[config.mk]
export PLATFORM = sky130hd
export DESIGN_NAME = image_header_dimension_probe_core
export DESIGN_NICKNAME = d
export VERILOG_FILES = /design/src/rtl/core/ihdp_pkg.sv /design/src/rtl/core/ihdp_scan.sv /design/src/rtl/core/ihdp_rsp_buf.sv /design/src/rtl/core/image_header_dimension_probe_core.sv
export SDC_FILE = /design/constraint.sdc
export NUM_CORES = 1
export LEC_CHECK = 0
export BUFFER_PORTS_ARGS = -buffer_cell sky130_fd_sc_hd__buf_2
export CAP_MARGIN = 25
export CORE_AREA = 2 2 115 229
export CTS_BUF_LIST = sky130_fd_sc_hd__clkbuf_16
export DETAILED_ROUTE_END_ITERATION = 8
export DIE_AREA = 0 0 117 231
export MAX_ROUTING_LAYER = met4
export PLACE_DENSITY = 0.72
export REMOVE_ABC_BUFFERS = 1
export SYNTH_ARGS = -nofsm -noshare
export SYNTH_HDL_FRONTEND = slang
export SYNTH_HIERARCHICAL = 1
export SYNTH_SLANG_ARGS = --single-unit
[constraint.sdc]
create_clock -name clock -period 4.5 [get_ports clock]
set_input_delay 0.45 -clock clock [delete_from_list [all_inputs] [get_ports clock]]
set_output_delay 0.45 -clock clock [all_outputs]
set_load 0.01 [all_outputs]
[src/rtl/core/ihdp_pkg.sv]
// Shared types, constants and helper functions for the image header dimension probe.
`default_nettype none

package ihdp_pkg;

   localparam int ByteWidth  = 8;
   localparam int SideWidth  = 16;
   localparam int DimWidth   = 32;
   localparam int FmtWidth   = 2;
   localparam int PosWidth   = 5;
   localparam int SkipWidth  = 17;
   localparam int PhaseWidth = 4;
   localparam int RspWidth   = 72;

   localparam logic [FmtWidth-1:0] FMT_NONE = 2'd0;
   localparam logic [FmtWidth-1:0] FMT_PNG  = 2'd1;
   localparam logic [FmtWidth-1:0] FMT_JPEG = 2'd2;

   localparam logic [SideWidth-1:0] MAX_SIDE_RESET = 16'd4096;

   localparam logic [ByteWidth-1:0] PNG_FIRST   = 8'h89;
   localparam logic [ByteWidth-1:0] JPG_PREFIX  = 8'hFF;
   localparam logic [ByteWidth-1:0] JPG_SOI     = 8'hD8;
   localparam logic [ByteWidth-1:0] JPG_EOI     = 8'hD9;
   localparam logic [ByteWidth-1:0] JPG_SOS     = 8'hDA;
   localparam logic [ByteWidth-1:0] JPG_RST_LO  = 8'hD0;
   localparam logic [ByteWidth-1:0] JPG_RST_HI  = 8'hD7;
   localparam logic [ByteWidth-1:0] JPG_SOF_LO  = 8'hC0;
   localparam logic [ByteWidth-1:0] JPG_SOF_HI  = 8'hCF;
   localparam logic [ByteWidth-1:0] JPG_DHT     = 8'hC4;
   localparam logic [ByteWidth-1:0] JPG_JPG     = 8'hC8;
   localparam logic [ByteWidth-1:0] JPG_DAC     = 8'hCC;
   localparam logic [ByteWidth-1:0] JPG_TEM     = 8'h01;
   localparam logic [ByteWidth-1:0] JPG_STUFF   = 8'h00;

   typedef struct packed {
      logic                 valid;
      logic [FmtWidth-1:0]  format;
      logic [DimWidth-1:0]  width;
      logic [DimWidth-1:0]  height;
      logic                 within_limits;
   } result_type;

   function automatic logic [ByteWidth-1:0] png_sig_byte(input logic [2:0] idx);
      logic [ByteWidth-1:0] sig;
      case (idx)
         3'd0: sig = 8'h89;
         3'd1: sig = 8'h50;
         3'd2: sig = 8'h4E;
         3'd3: sig = 8'h47;
         3'd4: sig = 8'h0D;
         3'd5: sig = 8'h0A;
         3'd6: sig = 8'h1A;
         3'd7: sig = 8'h0A;
         default: sig = 8'h00;
      endcase
      return sig;
   endfunction

   function automatic logic is_sof(input logic [ByteWidth-1:0] m);
      return (m >= JPG_SOF_LO) && (m <= JPG_SOF_HI) && (m != JPG_DHT) &&
             (m != JPG_JPG) && (m != JPG_DAC);
   endfunction

endpackage

`default_nettype wire

[src/rtl/core/ihdp_scan.sv]
// Byte scanner: format detection state machine and dimension capture.
`default_nettype none

module ihdp_scan
   import ihdp_pkg::*;
(
   input  wire logic                 clock,
   input  wire logic                 reset,
   input  wire logic                 step,
   input  wire logic [ByteWidth-1:0] data_byte,
   input  wire logic                 last_byte,
   input  wire logic [SideWidth-1:0] max_side,
   output result_type                result
);

   localparam logic [PhaseWidth-1:0] PH_START  = 4'd0;
   localparam logic [PhaseWidth-1:0] PH_PNGSIG = 4'd1;
   localparam logic [PhaseWidth-1:0] PH_SOI    = 4'd2;
   localparam logic [PhaseWidth-1:0] PH_SEEK   = 4'd3;
   localparam logic [PhaseWidth-1:0] PH_MARK   = 4'd4;
   localparam logic [PhaseWidth-1:0] PH_LENHI  = 4'd5;
   localparam logic [PhaseWidth-1:0] PH_LENLO  = 4'd6;
   localparam logic [PhaseWidth-1:0] PH_SKIP   = 4'd7;
   localparam logic [PhaseWidth-1:0] PH_SOF    = 4'd8;
   localparam logic [PhaseWidth-1:0] PH_DONE   = 4'd9;

   logic [PhaseWidth-1:0] phase_ff,  phase_in;
   logic [PosWidth-1:0]   pos_ff,    pos_in;
   logic [SkipWidth-1:0]  skip_ff,   skip_in;
   logic [ByteWidth-1:0]  marker_ff, marker_in;
   logic [DimWidth-1:0]   width_ff,  width_in;
   logic [DimWidth-1:0]   height_ff, height_in;
   logic [FmtWidth-1:0]   fmt_ff,    fmt_in;

   logic [SkipWidth-1:0]  len_full;
   logic [SkipWidth-1:0]  skip_dec;

   always_comb begin
      phase_in  = phase_ff;
      pos_in    = pos_ff;
      skip_in   = skip_ff;
      marker_in = marker_ff;
      width_in  = width_ff;
      height_in = height_ff;
      fmt_in    = fmt_ff;
      len_full  = {skip_ff[SkipWidth-1:ByteWidth], data_byte};
      skip_dec  = skip_ff - SkipWidth'(1);

      case (phase_ff)
         PH_START: begin
            if (data_byte == PNG_FIRST) begin
               phase_in = PH_PNGSIG;
               pos_in   = PosWidth'(1);
            end else if (data_byte == JPG_PREFIX) begin
               phase_in = PH_SOI;
            end else begin
               phase_in = PH_DONE;
            end
         end
         PH_PNGSIG: begin
            pos_in = pos_ff + PosWidth'(1);
            if (pos_ff < PosWidth'(8)) begin
               if (data_byte != png_sig_byte(pos_ff[2:0])) begin
                  phase_in = PH_DONE;
                  pos_in   = pos_ff;
               end
            end else if (pos_ff >= PosWidth'(16) && pos_ff < PosWidth'(20)) begin
               width_in = {width_ff[DimWidth-ByteWidth-1:0], data_byte};
            end else if (pos_ff >= PosWidth'(20)) begin
               height_in = {height_ff[DimWidth-ByteWidth-1:0], data_byte};
               if (pos_ff == PosWidth'(23)) begin
                  fmt_in   = FMT_PNG;
                  phase_in = PH_DONE;
                  pos_in   = pos_ff;
               end
            end
         end
         PH_SOI: begin
            phase_in = (data_byte == JPG_SOI) ? PH_SEEK : PH_DONE;
         end
         PH_SEEK: begin
            if (data_byte == JPG_PREFIX) begin
               phase_in = PH_MARK;
            end
         end
         PH_MARK: begin
            marker_in = data_byte;
            if (data_byte == JPG_STUFF || data_byte == JPG_TEM || data_byte == JPG_PREFIX ||
                (data_byte >= JPG_RST_LO && data_byte <= JPG_RST_HI)) begin
               phase_in = PH_SEEK;
            end else if (data_byte == JPG_EOI || data_byte == JPG_SOS) begin
               phase_in = PH_DONE;
            end else begin
               phase_in = PH_LENHI;
            end
         end
         PH_LENHI: begin
            skip_in  = {1'b0, data_byte, {ByteWidth{1'b0}}};
            phase_in = PH_LENLO;
         end
         PH_LENLO: begin
            skip_in = len_full;
            if (len_full < SkipWidth'(2)) begin
               phase_in = PH_DONE;
            end else if (is_sof(marker_ff)) begin
               pos_in   = '0;
               phase_in = PH_SOF;
            end else begin
               skip_in  = len_full - SkipWidth'(2);
               phase_in = (len_full == SkipWidth'(2)) ? PH_SEEK : PH_SKIP;
            end
         end
         PH_SKIP: begin
            skip_in = skip_dec;
            if (skip_dec == '0) begin
               phase_in = PH_SEEK;
            end
         end
         PH_SOF: begin
            if (pos_ff == PosWidth'(1) || pos_ff == PosWidth'(2)) begin
               height_in = {{(DimWidth-2*ByteWidth){1'b0}}, height_ff[ByteWidth-1:0], data_byte};
            end else if (pos_ff == PosWidth'(3) || pos_ff == PosWidth'(4)) begin
               width_in = {{(DimWidth-2*ByteWidth){1'b0}}, width_ff[ByteWidth-1:0], data_byte};
            end
            if (pos_ff >= PosWidth'(4)) begin
               fmt_in   = FMT_JPEG;
               phase_in = PH_DONE;
            end else begin
               pos_in = pos_ff + PosWidth'(1);
            end
         end
         PH_DONE: begin
            phase_in = PH_DONE;
         end
         default: begin
            phase_in = PH_DONE;
         end
      endcase
   end

   logic [DimWidth-1:0] max_wide;

   always_comb begin
      max_wide             = {{(DimWidth-SideWidth){1'b0}}, max_side};
      result.valid         = step && last_byte;
      result.format        = fmt_in;
      if (fmt_in == FMT_NONE) begin
         result.width         = '0;
         result.height        = '0;
         result.within_limits = 1'b0;
      end else begin
         result.width         = width_in;
         result.height        = height_in;
         result.within_limits = (width_in != '0) && (height_in != '0) &&
                                (width_in <= max_wide) && (height_in <= max_wide);
      end
   end

   always_ff @(posedge clock) begin
      if (reset || (step && last_byte)) begin
         phase_ff  <= PH_START;
         pos_ff    <= '0;
         skip_ff   <= '0;
         marker_ff <= '0;
         width_ff  <= '0;
         height_ff <= '0;
         fmt_ff    <= FMT_NONE;
      end else if (step) begin
         phase_ff  <= phase_in;
         pos_ff    <= pos_in;
         skip_ff   <= skip_in;
         marker_ff <= marker_in;
         width_ff  <= width_in;
         height_ff <= height_in;
         fmt_ff    <= fmt_in;
      end
   end

endmodule

`default_nettype wire

[src/rtl/core/ihdp_rsp_buf.sv]
// Two-entry response buffer: output register with a skid entry behind it.
`default_nettype none

module ihdp_rsp_buf
   import ihdp_pkg::*;
(
   input  wire logic clock,
   input  wire logic reset,
   input  result_type push_item,
   output logic       can_accept,
   output logic       out_valid,
   input  wire logic  out_ready,
   output result_type out_item
);

   logic       head_valid_ff, head_valid_in;
   logic       skid_valid_ff, skid_valid_in;
   result_type head_ff, head_in;
   result_type skid_ff, skid_in;
   logic       head_free;

   always_comb begin
      head_free     = !head_valid_ff || out_ready;
      head_valid_in = head_valid_ff;
      skid_valid_in = skid_valid_ff;
      head_in       = head_ff;
      skid_in       = skid_ff;
      if (head_free) begin
         if (skid_valid_ff) begin
            head_in       = skid_ff;
            head_valid_in = 1'b1;
            skid_valid_in = push_item.valid;
            skid_in       = push_item;
         end else begin
            head_in       = push_item;
            head_valid_in = push_item.valid;
         end
      end else if (push_item.valid) begin
         skid_in       = push_item;
         skid_valid_in = 1'b1;
      end
   end

   always_ff @(posedge clock) begin
      if (reset) begin
         head_valid_ff <= 1'b0;
         skid_valid_ff <= 1'b0;
      end else begin
         head_valid_ff <= head_valid_in;
         skid_valid_ff <= skid_valid_in;
      end
      head_ff <= head_in;
      skid_ff <= skid_in;
   end

   assign can_accept = !skid_valid_ff;
   assign out_valid  = head_valid_ff;
   assign out_item   = head_ff;

endmodule

`default_nettype wire

[src/rtl/core/image_header_dimension_probe_core.sv]
// Top level of the image header dimension probe: register, scanner and response buffer.
//
//  Channel  Direction  Payload
//  req_     in         data_byte, last_byte (tlast)
//  rsp_     out        format, width, height, within_limits
//  csr_     in         max_side
//
// One byte request is taken every cycle while the skid entry is free; the result of a buffer
// is written into the response buffer when its last byte is taken.
// The scanner phase machine settles each byte combinationally and registers its state when the byte is taken.
// A two-entry response buffer lets bytes keep flowing while a result waits;
// requests stall only when both entries hold unread results.
// Synchronous reset clears the scan state and sets max_side to 4096.
`default_nettype none

module image_header_dimension_probe_core
   import ihdp_pkg::*;
(
   input  wire logic                 clock,
   input  wire logic                 reset,
   input  wire logic                 req_tvalid,
   output logic                      req_tready,
   input  wire logic [ByteWidth-1:0] req_tdata,   // data_byte[7:0]
   input  wire logic                 req_tlast,
   output logic                      rsp_tvalid,
   input  wire logic                 rsp_tready,
   output logic [RspWidth-1:0]       rsp_tdata,   // format[1:0], width[33:2], height[65:34],
                                                  // within_limits[66], zero[71:67]
   input  wire logic                 csr_valid,
   output logic                      csr_ready,
   input  wire logic [SideWidth-1:0] csr_data
);

   logic [SideWidth-1:0] max_side_ff;
   logic                 step;
   result_type           scan_result;
   result_type           rsp_item;

   assign csr_ready = 1'b1;
   assign step      = req_tvalid && req_tready;

   always_ff @(posedge clock) begin
      if (reset) begin
         max_side_ff <= MAX_SIDE_RESET;
      end else if (csr_valid) begin
         max_side_ff <= csr_data;
      end
   end

   ihdp_scan u_scan (
      .clock     (clock),
      .reset     (reset),
      .step      (step),
      .data_byte (req_tdata),
      .last_byte (req_tlast),
      .max_side  (max_side_ff),
      .result    (scan_result)
   );

   ihdp_rsp_buf u_rsp_buf (
      .clock      (clock),
      .reset      (reset),
      .push_item  (scan_result),
      .can_accept (req_tready),
      .out_valid  (rsp_tvalid),
      .out_ready  (rsp_tready),
      .out_item   (rsp_item)
   );

   assign rsp_tdata = {5'b0, rsp_item.within_limits, rsp_item.height, rsp_item.width,
                       rsp_item.format};

endmodule

`default_nettype wire
==> impl_metrics.json <==
{
  "status": "finished, final reports clean",
  "pwr-share-comb": 0.091,
  "worstPathArrival_ns": 4.75,
  "htreeDepth": 1,
  "cp-end-kind": "flip-flop",
  "antenna_cells": 0,
  "start_kind": "flip-flop",
  "antenna_found_initial": 0,
  "drc": 0,
  "core_area_sq_mm": 0.0254,
  "timing.fmax_ghz": 0.231,
  "p_sw_frac": 0.248,
  "crit_type": "flip-flop to flip-flop",
  "skew_ns": 0.0140,
  "min_period_ns": 4.33,
  "vias_per_cell": 5.99,
  "hp-class": "input pin to flip-flop",
  "power_frac_clock": 0.395,
  "setup_ws_ns": 0.166,
  "sequentialPowerShare": 0.514,
  "critical_path_required_ns": 4.92,
  "drtIter0Drc": 870,
  "maxCapViolCount": 0,
  "numClockSinks": 259,
  "die-height_um": 231,
  "first_pass_iters": 7,
  "place_inst": 1726,
  "antenna_left": 0,
  "clk_path_buf_depth": 3,
  "pre_cts_slack_ns": 0.170,
  "grt_first_pass_wirelength_mm": 52.7,
  "via_count": 10593,
  "cts_tree": "done",
  "finalCritPeriodShare": 0.963,
  "pwr_density_cell_mw_per_mm2": 334,
  "synth_area_per_cell_sq_um": 10.1,
  "wl_mm": 32.3,
  "wl_per_cell_um": 18.3,
  "tns_ns": 0,
  "io_pins": 105,
  "yosys_warnings": 6,
  "netlist_area_sq_mm": 0.0136,
  "grt_max_degree": 90,
  "syn2layout_area_growth_pct": 9.94,
  "num_rows": 83,
  "die_x_um": 117,
  "syn-instance-count": 1356,
  "report.final.slew_viol_count": 0,
  "stdcell_count": 1768,
  "clk_pin_slew_ns": 0.07,
  "internal_power_w": 0.00377,
  "peakVddDrop_v": 0.000295,
  "hpwl_mm": 22.4,
  "grt_pass1_vias": 10118,
  "portBuffers": 98,
  "grt_usage": 0.249,
  "drive_gt1_frac": 0.179,
  "gp_congestion": 0.943,
  "cts_buffers": 23,
  "netSwitchingPower_w": 0.00124,
  "fin_nets": 1485,
  "grt.overflow.total": 0,
  "rsz0062_at_grt": "false",
  "initial_core_util": 0.536,
  "setup_violations": 0,
  "path_max_fanout": 24,
  "tightest_slew_ns": 1.06,
  "final_core_util": 0.589,
  "cts_root_buf": "clkbuf_16",
  "insertion_delay_ns": 0.55,
  "hold_viol_final": 0,
  "p_leak_nw": 6.09,
  "post_cts_buffers": 0,
  "slew_headroom": 0.297,
  "die-area_sq_mm": 0.0270
}
[registers in the layout (all words and copies together), names as in the netlist, 5 cells and up, named ones only]
name	count
u_scan/marker_ff	8
u_scan/skip_ff	17
u_scan/height_ff	32
u_scan/pos_ff	5
u_scan/width_ff	32
max_side_ff	16
u_rsp_buf/out_item	67
u_rsp_buf/skid_ff	67
[stage by stage]
stage | power, W | hold slack, ns | instance area [sq um]
finish | 0.00501 | 0.112 | 15000
detailed placement | 0.00307 | 0.487 | 14200
global route | 0.00520 | 0.102 | 15000
floorplan | 0.00290 | 0.451 | 13100
CTS | 0.00505 | 0.0886 | 15000
global placement | 0.00306 | 0.465 | 14200
[repair_timing]
item	CTS	global route
setup endpoints to repair	0	1
hold buffers	0	0
resized for setup	0	3
[routing by layer]
layer | share of wire | vias up | track usage
li1 | - | 5033 | -
met4 | 0.044 | 0 | 0.114
met1 | 0.43 | 5084 | 0.336
met3 | 0.054 | 79 | 0.0223
met5 | 0 | - | -
met2 | 0.47 | 397 | 0.379
[critical path: stages (launching register included)]
cell and delay, ns:
dfxtp_1 0.48, inv_1 0.11, ha_1 0.22, or4b_1 0.47
a2111o_1 0.47, and2_4 0.27, a21oi_2 0.22, inv_1 0.08
ha_1 0.30, a21o_1 0.16, a21o_1 0.17, a21oi_1 0.15
o21a_1 0.14, a21oi_1 0.04, or4_1 0.54, a211oi_2 0.23
mux2_4 0.18
[path summary, 6_finish.rpt]
kind	startpoint	endpoint	slack, ns	cells after the start
worst max-delay path	u_scan/pos_ff[0]	u_rsp_buf/out_item[0]	0.17	16
worst min-delay path	csr_data[12]	max_side_ff[12]	0.11	2
worst max register to register	u_scan/pos_ff[0]	u_rsp_buf/out_item[0]	0.17	16
worst min register to register	max_side_ff[13]	max_side_ff[13]	0.50	2
[final cells by class]
class	count	area, sq um
timing repair buffer	126	701
clock inverter	19	175
sequential	259	6530
fill	2178	10500
clock buffer	23	576
tap	340	425
multi-input combinational	943	6360
inverter	58	218
[cells in the final DEF, fill, tap and decap left out, drive strengths merged, types with 11 or more instances in the layout]
cell type  instances
edfxtp           134
mux2i             36
o21ai             49
nor4              27
and3              15
a21o              16
clkbuf            23
a21oi             82
nand4             13
a22oi             51
nand2             80
buf              126
nor2             200
nand3             40
nor3              29
a211oi            31
a31oi             11
dfxtp            125
ha                44
mux2              70
xor2              18
inv               63
[power groups by stage]
stage | registers (W) | clock network (W) | logic (W)
floorplan | 0.00264 | 0 | 0.000266
global placement | 0.00262 | 0 | 0.000435
detailed placement | 0.00263 | 0 | 0.000447
CTS | 0.00257 | 0.00203 | 0.000450
global route | 0.00258 | 0.00212 | 0.000504
finish | 0.00257 | 0.00198 | 0.000454
No activity file was read; power rests on OpenSTA's default activity.
